`src/hdl/etme_pkg.sv`:
```
`timescale 1ns / 1ps

package etme_pkg;

    localparam logic [7:0] MARKER_BYTE = 8'hC0;

    localparam logic [1:0] OP_STREAM     = 2'd0;
    localparam logic [1:0] OP_WRITE_BYTE = 2'd1;
    localparam logic [1:0] OP_SET_LEN    = 2'd2;

    typedef struct packed {
        logic [1:0] operation;
        logic [7:0] data_byte;
        logic       end_of_stream;
        logic [7:0] macro_index;
        logic [3:0] byte_offset;
        logic [4:0] macro_length;
    } in_t;

    typedef struct packed {
        logic [7:0] out_byte;
        logic       last_of_run;
        logic       stream_done;
    } out_t;

    typedef enum logic [2:0] {
        S_IDLE,
        S_LOOKUP,
        S_EMIT_MARK,
        S_EMIT_BYTE,
        S_READ,
        S_EXPAND
    } state_t;

    typedef enum logic [1:0] {
        SEL_MARK,
        SEL_HELD,
        SEL_MEM
    } sel_t;

    typedef struct packed {
        logic take;
        logic emit;
        sel_t sel;
        logic emit_last;
        logic emit_eos;
        logic pend_set;
        logic pend_clr;
        logic cnt_clr;
        logic cnt_inc;
        logic rd_byte;
    } cmd_t;

    typedef struct packed {
        logic in_stream;
        logic in_open_marker;
        logic pending;
        logic hit;
        logic held_open_marker;
        logic last_byte;
        logic out_free;
    } sts_t;

endpackage

```
`src/hdl/etme_ctrl.sv`:
```
`timescale 1ns / 1ps

module etme_ctrl
    import etme_pkg::*;
(
    input  logic   clk,
    input  logic   rst_n,
    input  logic   in_valid,
    input  sts_t   sts,
    output logic   in_stall,
    output cmd_t   cmd,
    output state_t state
);

    state_t state_reg, state_next;

    always_ff @(posedge clk or negedge rst_n)
    begin
        if (!rst_n)
        begin
            state_reg <= S_IDLE;
        end
        else
        begin
            state_reg <= state_next;
        end
    end

    always_comb
    begin
        state_next = state_reg;
        in_stall   = 1'b1;
        cmd        = '0;
        cmd.sel    = SEL_HELD;
        case (state_reg)
            S_IDLE:
            begin
                in_stall = 1'b0;
                if (in_valid)
                begin
                    cmd.take = 1'b1;
                    if (sts.in_stream)
                    begin
                        if (sts.pending)
                        begin
                            state_next = S_LOOKUP;
                        end
                        else if (sts.in_open_marker)
                        begin
                            cmd.pend_set = 1'b1;
                        end
                        else
                        begin
                            state_next = S_EMIT_BYTE;
                        end
                    end
                end
            end
            S_LOOKUP:
            begin
                cmd.pend_clr = 1'b1;
                if (sts.hit)
                begin
                    cmd.cnt_clr = 1'b1;
                    state_next  = S_READ;
                end
                else
                begin
                    state_next = S_EMIT_MARK;
                end
            end
            S_EMIT_MARK:
            begin
                if (sts.out_free)
                begin
                    cmd.emit      = 1'b1;
                    cmd.sel       = SEL_MARK;
                    cmd.emit_last = sts.held_open_marker;
                    // a second marker in the index slot re-arms instead of passing
                    if (sts.held_open_marker)
                    begin
                        cmd.pend_set = 1'b1;
                        state_next   = S_IDLE;
                    end
                    else
                    begin
                        state_next = S_EMIT_BYTE;
                    end
                end
            end
            S_EMIT_BYTE:
            begin
                if (sts.out_free)
                begin
                    cmd.emit      = 1'b1;
                    cmd.sel       = SEL_HELD;
                    cmd.emit_last = 1'b1;
                    cmd.emit_eos  = 1'b1;
                    state_next    = S_IDLE;
                end
            end
            S_READ:
            begin
                cmd.rd_byte = 1'b1;
                state_next  = S_EXPAND;
            end
            S_EXPAND:
            begin
                if (sts.out_free)
                begin
                    cmd.emit      = 1'b1;
                    cmd.sel       = SEL_MEM;
                    cmd.emit_last = sts.last_byte;
                    cmd.emit_eos  = 1'b1;
                    if (sts.last_byte)
                    begin
                        state_next = S_IDLE;
                    end
                    else
                    begin
                        cmd.cnt_inc = 1'b1;
                        state_next  = S_READ;
                    end
                end
            end
            default:
            begin
                state_next = S_IDLE;
            end
        endcase
    end

    assign state = state_reg;

endmodule

```
`config.mk`:
```
export PLATFORM = sky130hd
export DESIGN_NAME = etme_ctrl
export DESIGN_NICKNAME = d
export VERILOG_FILES = /design/src/hdl/etme_pkg.sv /design/src/hdl/etme_ctrl.sv
export SDC_FILE = /design/constraint.sdc
export NUM_CORES = 1
export LEC_CHECK = 0
export BUFFER_PORTS_ARGS = -buffer_cell sky130_fd_sc_hd__buf_2
export CAP_MARGIN = 20
export CORE_AREA = 5 5 42 44
export DETAILED_ROUTE_END_ITERATION = 10
export DIE_AREA = 0 0 47 49
export MAX_ROUTING_LAYER = met4
export PLACE_DENSITY_LB_ADDON = 0.08
export SYNTH_ARGS = -nofsm -noshare
export SYNTH_HDL_FRONTEND = slang
export SYNTH_SLANG_ARGS = --single-unit
```
`constraint.sdc`:
```
create_clock -name clk -period 3.35 [get_ports clk]
set_clock_uncertainty 0.05 [all_clocks]
set_input_delay 0.5025 -clock clk [delete_from_list [all_inputs] [get_ports clk]]
set_output_delay 0.5025 -clock clk [all_outputs]
set_load 0.01 [all_outputs]
```
**After elaboration in Yosys (flattened, before gate mapping)**

Cells that the tools add are included.

- Eq/ne operators: 11
- Mux-type cells: 32
- Reductions and logical operators: 2

Operator list:

| cell | number |
|---|---|
| $mux W3 | 9 |
| $pmux W3 S6 | 1 |
| $mux W1 | 14 |
| $pmux W4 S3 | 1 |
| $mux W5 | 2 |
| $ne A2 B2 Y1 const B | 5 |
| $eq A3 B2 Y1 const B | 2 |
| $eq A3 B3 Y1 const B | 2 |
| $reduce_and A6 Y1 | 1 |
| $mux W2 | 2 |
| $mux W4 | 1 |
| $pmux W1 S2 | 2 |
| $eq A3 B1 Y1 const B | 1 |
| $logic_not A3 Y1 | 1 |
| $ne A3 B3 Y1 const B | 1 |

- Output and inout port bits: 15
- Logic and storage cells: 46
- Bits in registers: 3
- Bits of input ports: 10

**Logic depth before layout (Yosys ltp)**

Gate-level depths: netlist of run 1.

- Word-level depth: 5
- Mapped depth: 4
- Depth with buffers taken out: 3

**Worst setup path after synthesis of run 1**

Ideal clock, no wire load.

- Kind: input port to output port
- From: input sts[4] (netlist name)
- To: output cmd[4] (netlist name)
- Stages: 3
- Buffers on the path: 0
- Slack: 1.513 ns
- Required time: 2.797 ns
- Arrival: 1.285 ns
- Cell sequence: nand3b_1 > or3b_1 > a211oi_2

RTL lines:

| item | RTL line | source |
|---|---|---|
| start, declared | etme_ctrl.sv:9 | `input sts_t sts,` |
| end, declared | etme_ctrl.sv:11 | `output cmd_t cmd,` |

==> impl_metrics.json, run 1 <==
{
  "grt_max_degree": 17,
  "critPathKind": "flip-flop to primary output",
  "synth_fp_nets": 56,
  "antenna_found_initial": 0,
  "grt_pass1_wl_mm": 1.55,
  "coreArea_sq_um": 1400,
  "max_freq_ghz": 0.482,
  "place_hpwl_um": 754,
  "outcome": "finished, final reports clean",
  "maxCapViolations": 0,
  "leakage_nw": 0.251,
  "gp_congestion": 0.701,
  "yosysTopAreaCell": "dfrtp_1",
  "antenna_left": 0,
  "n_antenna_cell": 0,
  "tritoncts": "yes",
  "grt_setup_unrepaired": "false",
  "wire_per_inst_um": 11.8,
  "grt_pass1_vias": 357,
  "synth_mux_area_share_pct": 0,
  "viasPerCell": 4.66,
  "postSynthAreaPerCell_sq_um": 7.37,
  "synth-xor-area-share_pct": 0,
  "placed_area_sq_um": 464,
  "htree_levels": 1,
  "final_util_pct": 35.0,
  "drtPass1Iterations": 3,
  "critical_path_arrival_ns": 1.52,
  "cp-start-kind": "flip-flop",
  "power.density_nw_per_um2": 748,
  "crit_fanout": 15,
  "final.setup.tns_ns": 0,
  "slew_headroom_pct": 69.9,
  "netlist.area_leader.share_pct": 22.1,
  "synth-compound-area-share_pct": 19.9,
  "area_delta_synth_final_pct": 44.6,
  "end_kind": "primary output",
  "nFillCells": 177,
  "cts_resized": 0,
  "rr_worst_depth": 2,
  "rows": 14,
  "portBuffers": 24,
  "setup_viol": 0,
  "ios": 25,
  "die_w_um": 47,
  "p_sw_share_pct": 47.6,
  "synth_seq_area_share_pct": 22.1,
  "multi_input_area_sq_um": 241,
  "design_area_sq_um": 490,
  "timing.rr.start": "state[0]",
  "synth_area_leaders": "dfrtp_1 22%, nor2b_1 7.4%, and2_1 5.5%",
  "cp.required_ns": 2.80,
  "clkSinkCount": 3,
  "fin_nets": 82,
  "die-area_sq_um": 2300,
  "synth-simple-area-share_pct": 51.3,
  "fin_crit_ns": 2.07,
  "netlist_instances": 46,
  "switchingPower_w": 0.000174,
  "path_clk_slew_ns": 0.04,
  "fp.dieH_um": 49,
  "vdd_drop_max_uv": 376,
  "internal-power_w": 0.000192,
  "hold_buffers": 0,
  "r2r_setup_slack_ns": 2.08,
  "clk-insertion-delay-late_ns": 0.23,
  "vias": 405,
  "wirelength_mm": 1.03,
  "hp-class": "primary input to asynchronous set/reset pin",
  "drtIter0Drc": 8,
  "worstReg2RegEnd": "state[0]",
  "setup_ws_ns": 1.28,
  "grt_use_total_pct": 9.48,
  "hold_viol": 0,
  "slew_viol_final": 0,
  "cts_buffers": 3,
  "start_util_pct": 24.2,
  "synth_cell_types": 24,
  "syn_area_sq_um": 339,
  "clockPowerShare_pct": 17.3,
  "largest_reg_flops": 3,
  "drc_errors": 0,
  "cts_root_buffer": "clkbuf_4",
  "synth_top_family_by_area": "simple AND/OR/NAND/NOR gates",
  "post_cts_buffers": 0,
  "grt_overflow": 0,
  "yosys_warnings": 0,
  "dp_slack_ns": 1.31,
  "worst_pin_slew_ns": 0.452,
  "synth_fa_ha_area_share_pct": 0,
  "ff_latch_area_sq_um": 75.1,
  "drive_above_1_share_pct": 40.8,
  "seq_power_share_pct": 30.0,
  "pwr-share-comb_pct": 52.7,
  "ys_ff_latch": 3,
  "cts_buffer_depth": 2,
  "period_share_pct": 61.9
}
## cells in the mapped netlist (all sizes together)
master   instances
nand3            2
o2bb2ai          1
nor3             2
o21ai            1
and3b            1
nor2             4
a311oi           1
or3              1
buf              3
and2             3
inv              2
nor3b            3
dfrtp            3
or3b             1
a211oi           1
nand3b           1
o311a            1
nor4             1
nand2b           3
nor2b            4
a21oi            3
nand2            3
o211ai           1
## cells in the final DEF, fill, tap and decap left out, drive strengths merged
cell and count:
o2bb2ai 1, and2 3, nor3 2, o21ai 1
nand3b 1, nor2 4, or3 1, buf 24
o311a 1, o211ai 1, nor3b 3, a311oi 1
or3b 1, nand2b 3, nand3 2, a211oi 1
and3b 1, inv 2, nor4 1, nand2 3
dfrtp 3, clkbuf 4, nor2b 4, a21oi 3
## layer usage
layer	routed length (um)	vias up	GRT usage, %
met2	405	19	12.9
li1	-	212	-
met1	483	172	12.2
met5	0	-	-
met3	120	2	2.58
met4	19	0	5.53
## per-stage QoR
step,std cells,hold WS [ns],total power (W)
finish,87,0.00904,0.000367
CTS,87,0.000825,0.000372
detailed placement,83,0.252,0.000305
global placement,83,0.254,0.000307
global route,87,0.00177,0.000402
floorplan,46,0.157,0.000229
## how the worst max path moves through the flow
stage                   from  endpoint  slack [ns]  cells after the start
floorplan             sts[4]    cmd[4]        1.51                      3
global placement      sts[4]    cmd[4]        1.32                      5
detailed placement    sts[4]    cmd[4]        1.31                      5
CTS                 state[0]    cmd[1]        1.27                      4
global route        state[0]    cmd[1]        1.16                      4
finish              state[0]    cmd[1]        1.28                      4
## power by group through the flow
stage | sequential [W] | clock [W] | combinational (W)
finish | 0.000110 | 0.0000634 | 0.000193
global route | 0.000116 | 0.0000713 | 0.000214
CTS | 0.000109 | 0.0000672 | 0.000197
detailed placement | 0.000109 | 0 | 0.000196
global placement | 0.000111 | 0 | 0.000196
floorplan | 0.0000752 | 0 | 0.000154
## kinds of logic (layout without fill, tap and decap cells)
| family | after synthesis | in the layout |
|---|---|---|
| and+or+nand+nor | 29 | 29 |
| AOI/OAI and AO/OA | 9 | 9 |
| buffers and inverters | 5 | 30 |
| DFF | 3 | 3 |
## cell type report
type                            instances  area share [%]
Inverter                                2            1.53
Tap cell                               16            4.08
Timing Repair Buffer                   24            24.5
Sequential cell                         3            15.3
Clock buffer                            4            5.36
Multi-Input combinational cell         38            49.2
## critical path: stages (launching register included)
cell	delay (ns)
dfrtp_1	0.61
and3b_1	0.29
and2_1	0.15
nor2b_1	0.11
buf_2	0.13
Note: power is estimated with default switching activity, not from simulation.
==> run 2, diff against run 1 <==
Settings changed: ABC_AREA from default to 1.
Clock period 3.35 ns to 2.1 ns, I/O delays scaled along.
==> impl_metrics.json, run 2 <==
{
  "grt_pass1_vias": 447,
  "worstPathCellList": "clkinv_1, nand2_1, nor2_2, inv_2, o31ai_2, buf_2",
  "syn_area_sq_um": 399,
  "grt_overflow": 0,
  "path_clk_slew_ns": 0.04,
  "max_stage_delay_ns": 0.51,
  "cts_buffer_depth": 2,
  "htree_levels": 1,
  "synth_flop_cell": "dfrtp_1",
  "drtIter0Drc": 4,
  "end_kind": "primary output",
  "hold_viol": 0,
  "slew_viol_final": 0,
  "outcome": "finished, final reports clean",
  "vias": 507,
  "place_hpwl_um": 925,
  "tritoncts": "yes",
  "grt_pass1_wl_mm": 1.88,
  "final.setup.tns_ns": 0,
  "fp.dieH_um": 49,
  "crit_fanout": 11,
  "rows": 14,
  "layout_commonest_cell": "buf_2",
  "synth_cell_types": 18,
  "period_share_pct": 89.4,
  "ios": 25,
  "viasPerCell": 4.69,
  "final_cell_mix": "24 x buf_2, 13 x nand2_1, 10 x inv_1",
  "vdd_drop_max_uv": 396,
  "fin_nets": 103,
  "die-area_sq_um": 2300,
  "grt_setup_unrepaired": "false",
  "max_freq_ghz": 0.532,
  "grt_use_total_pct": 11.1,
  "clk-insertion-delay-late_ns": 0.24,
  "drtPass1Iterations": 4,
  "worst_pin_slew_ns": 0.389,
  "antenna_left": 0,
  "setup_viol": 0,
  "drive_above_1_share_pct": 42.4,
  "wirelength_mm": 1.13,
  "slew_headroom_pct": 74.0,
  "grt_max_degree": 12,
  "antenna_found_initial": 0,
  "largest_reg_flops": 3,
  "fin_worst_hold_slack_ns": 0.346,
  "n_antenna_cell": 0,
  "synth_most_common_cell": "nand2_1",
  "cp.required_ns": 1.74,
  "post_cts_buffers": 0,
  "wire_per_inst_um": 10.5,
  "die_w_um": 47,
  "netlist_instances": 65,
  "gp_congestion": 0.810,
  "clkSinkCount": 3,
  "critical_path_arrival_ns": 1.51,
  "power.density_nw_per_um2": 1240,
  "start_util_pct": 28.5,
  "area_delta_synth_final_pct": 38.6,
  "synth_fp_nets": 75,
  "coreArea_sq_um": 1400,
  "portBuffers": 24,
  "async_flop_share_pct": 100,
  "cts_root_buffer": "clkbuf_4",
  "maxCapViolations": 0,
  "cp-start-kind": "flip-flop",
  "leakage_nw": 0.340,
  "yosysTopAreaCell": "dfrtp_1",
  "fin_crit_ns": 1.88,
  "synth_edf_count": 0,
  "netlist.area_leader.share_pct": 18.8,
  "synth_common_cells": "13 x nand2_1, 10 x inv_1, 8 x nand3_1",
  "postSynthAreaPerCell_sq_um": 6.14,
  "drc_errors": 0,
  "hp-class": "primary input to asynchronous set/reset pin",
  "critPathKind": "flip-flop to primary output",
  "synth_seq_area_share_pct": 18.8,
  "yosys_warnings": 0,
  "cts_buffers": 3,
  "critPathSlowestCell": "dfrtp_1",
  "cts_resized": 0,
  "synth_area_leaders": "dfrtp_1 19%, nand2_1 12%, nand4_1 11%",
  "hold_buffers": 1,
  "ys_ff_latch": 3
}
-- run 2: logic make-up after synthesis --
group / Yosys count / share of synthesized area [%]
compound gates: 6 / 11.3
buf+inv: 16 / 18.8
simple gates: 40 / 51.1
flops: 3 / 18.8
-- run 2: layout make-up --
type / count / area [sq um]
clock buffers: 4 / 26.3
fillers: 175 / 848
inverters: 14 / 52.6
multi-input cells: 46 / 249
flip-flops and latches: 3 / 75.1
well taps: 16 / 20.0
repair buffers: 25 / 130
-- run 2: critical path: cells and delay by family (launching register included) --
kind            cells  cell delay, ns
buf+inv             3            0.38
flops               1            0.51
simple gates        2            0.23
compound gates      1            0.16
-- run 2: worst paths after layout --
| kind | startpoint | end | slack (ns) | cells after the start |
|---|---|---|---|---|
| max | state[0] | cmd[4] | 0.22 | 6 |
| min | rst_n | state[0] | 0.35 | 2 |
| max reg2reg | state[0] | state[0] | 0.70 | 7 |
| min reg2reg | state[2] | state[2] | 0.66 | 2 |
| max in group asynchronous | rst_n | state[1] | 1.54 | 2 |
| min in group clk | sts[0] | state[1] | 0.35 | 4 |
-- run 2: power by group --
| group | leakage (nW) | internal [W] | total, W | switching, W |
|---|---|---|---|---|
| sequential | 0.0383 | 0.0000820 | 0.000152 | 0.0000700 |
| clock | 0.0150 | 0.0000714 | 0.000104 | 0.0000329 |
| combinational | 0.287 | 0.000168 | 0.000432 | 0.000264 |
-- run 2: through the flow --
step | worst slack, ns | cells | area, sq um | util (%) | total power, W
finish | 0.222 | 108 | 553 | 39.5 | 0.000688
detailed placement | 0.465 | 103 | 517 | 36.9 | 0.000589
global placement | 0.451 | 103 | 517 | 36.9 | 0.000594
CTS | 0.202 | 108 | 553 | 39.5 | 0.000700
global route | 0.0390 | 108 | 553 | 39.5 | 0.000768
floorplan | 0.561 | 65 | 399 | - | 0.000479
-- run 2: routing by layer --
layer	up-vias	global-route usage, %	wire [um]
met1	220	15.6	527
met5	-	-	0
met2	17	14.5	505
met3	0	3.32	100
li1	270	-	-
met4	0	4.15	0
==> run 3, diff against run 2 <==
Clock period 2.1 ns to 1.9 ns, I/O delays scaled along.
==> impl_metrics.json, run 3 (synthesis gave the netlist of run 2 again) <==
{
  "outcome": "finished, final reports clean",
  "ios": 25,
  "viasPerCell": 4.68,
  "path_clk_slew_ns": 0.04,
  "slew_headroom_pct": 82.7,
  "drc_errors": 0,
  "cts_buffers": 3,
  "grt_pass1_vias": 447,
  "die-area_sq_um": 2300,
  "clk-insertion-delay-late_ns": 0.24,
  "drtIter0Drc": 1,
  "vias": 505,
  "clkSinkCount": 3,
  "slew_viol_final": 0,
  "instances_no_fill": 108,
  "grt_use_total_pct": 11.1,
  "final.setup.tns_ns": 0,
  "post_cts_buffers": 0,
  "htree_levels": 1,
  "wire_per_inst_um": 10.5,
  "antenna_left": 0,
  "fp.dieH_um": 49,
  "max_freq_ghz": 0.567,
  "critPathKind": "flip-flop to primary output",
  "tritoncts": "yes",
  "grt_overflow": 0,
  "end_kind": "primary output",
  "coreArea_sq_um": 1400,
  "hold_viol": 0,
  "die_w_um": 47,
  "portBuffers": 24,
  "maxCapViolations": 0,
  "power_w": 0.000783,
  "hp-class": "primary input to flip-flop",
  "cts_buffer_depth": 2,
  "critical_path_arrival_ns": 1.43,
  "cp-start-kind": "flip-flop",
  "worst_pin_slew_ns": 0.260,
  "wirelength_mm": 1.14,
  "setup_viol": 0,
  "rows": 14,
  "crit_fanout": 11,
  "final_cell_mix": "24 x buf_2, 13 x nand2_1, 10 x inv_1",
  "layout_commonest_cell": "buf_2",
  "gp_congestion": 0.810,
  "drive_above_1_share_pct": 46.7,
  "grt_setup_unrepaired": "false",
  "period_share_pct": 92.9,
  "antenna_found_initial": 0,
  "r2r_setup_slack_ns": 0.64,
  "cp.required_ns": 1.56,
  "grt_max_degree": 12,
  "fin_nets": 103,
  "vdd_drop_max_uv": 424,
  "area_delta_synth_final_pct": 40.8,
  "leakage_nw": 0.340,
  "cts_root_buffer": "clkbuf_4",
  "grt_pass1_wl_mm": 1.88,
  "place_inst": 103,
  "place_hpwl_um": 925,
  "power.density_nw_per_um2": 1390,
  "largest_reg_flops": 3,
  "drtPass1Iterations": 4,
  "start_util_pct": 28.5,
  "n_antenna_cell": 0,
  "fin_crit_ns": 1.76
}
## run 3: cell types whose count changed in the layout (fill, tap and decap cells not counted), sizes merged
cell,before,now
inv,13,14
clkinv,1,0
## run 3: metal layers
layer | track usage (%) | up-vias | part of all wire (%) | wire, um
met5 | - | - | 0 | 0
met4 | 4.15 | 0 | 0 | 0
met3 | 3.32 | 0 | 8.0 | 91
met2 | 14.5 | 15 | 45 | 507
met1 | 15.6 | 218 | 47 | 540
li1 | - | 272 | - | -
## run 3: cell type report
class	instances	area, sq um
inverters	14	52.6
fillers	174	840
multi-input cells	46	254
repair buffers	25	130
flip-flops and latches	3	78.8
well taps	16	20.0
clock buffers	4	26.3
## run 3: worst paths after layout
| path | from | endpoint | cells after the start |
|---|---|---|---|
| worst max-delay path | state[0] | cmd[4] | 6 |
| worst min-delay path | sts[0] | state[1] | 4 |
| worst max register to register | state[0] | state[1] | 6 |
| worst min register to register | state[0] | state[0] | 2 |
| max in group asynchronous | rst_n | state[1] | 2 |
| min in group asynchronous | rst_n | state[0] | 2 |
## run 3: what timing repair did
action / in CTS / in global routing
gates resized for setup: 0 / 5
endpoints found under the setup margin: 0 / 4
endpoints found under the hold margin: 3 / 0
hold buffers: 1 / 0
## run 3: critical path, stage by stage, from the launching register on
cell	delay, ns
dfrtp_2	0.49
inv_2	0.11
nand2_1	0.09
nor2_4	0.13
inv_2	0.06
o31ai_2	0.16
buf_2	0.16
## run 3: where the power goes
part / total [W] / internal, W / switching (W)
clock network: 0.000115 / 0.0000789 / 0.0000360
registers: 0.000178 / 0.0000963 / 0.0000817
logic: 0.000491 / 0.000192 / 0.000299
## run 3: per-stage QoR
stage               util, %  cell area [sq um]  hold WS [ns]  setup WS (ns)
global placement       36.9                517        0.0322          0.281
CTS                    39.5                553         0.307         0.0322
global route           40.1                562         0.304       0.000125
finish                 40.1                562         0.314          0.136
detailed placement     36.9                517        0.0336          0.295
floorplan                 -                399       -0.0606          0.391
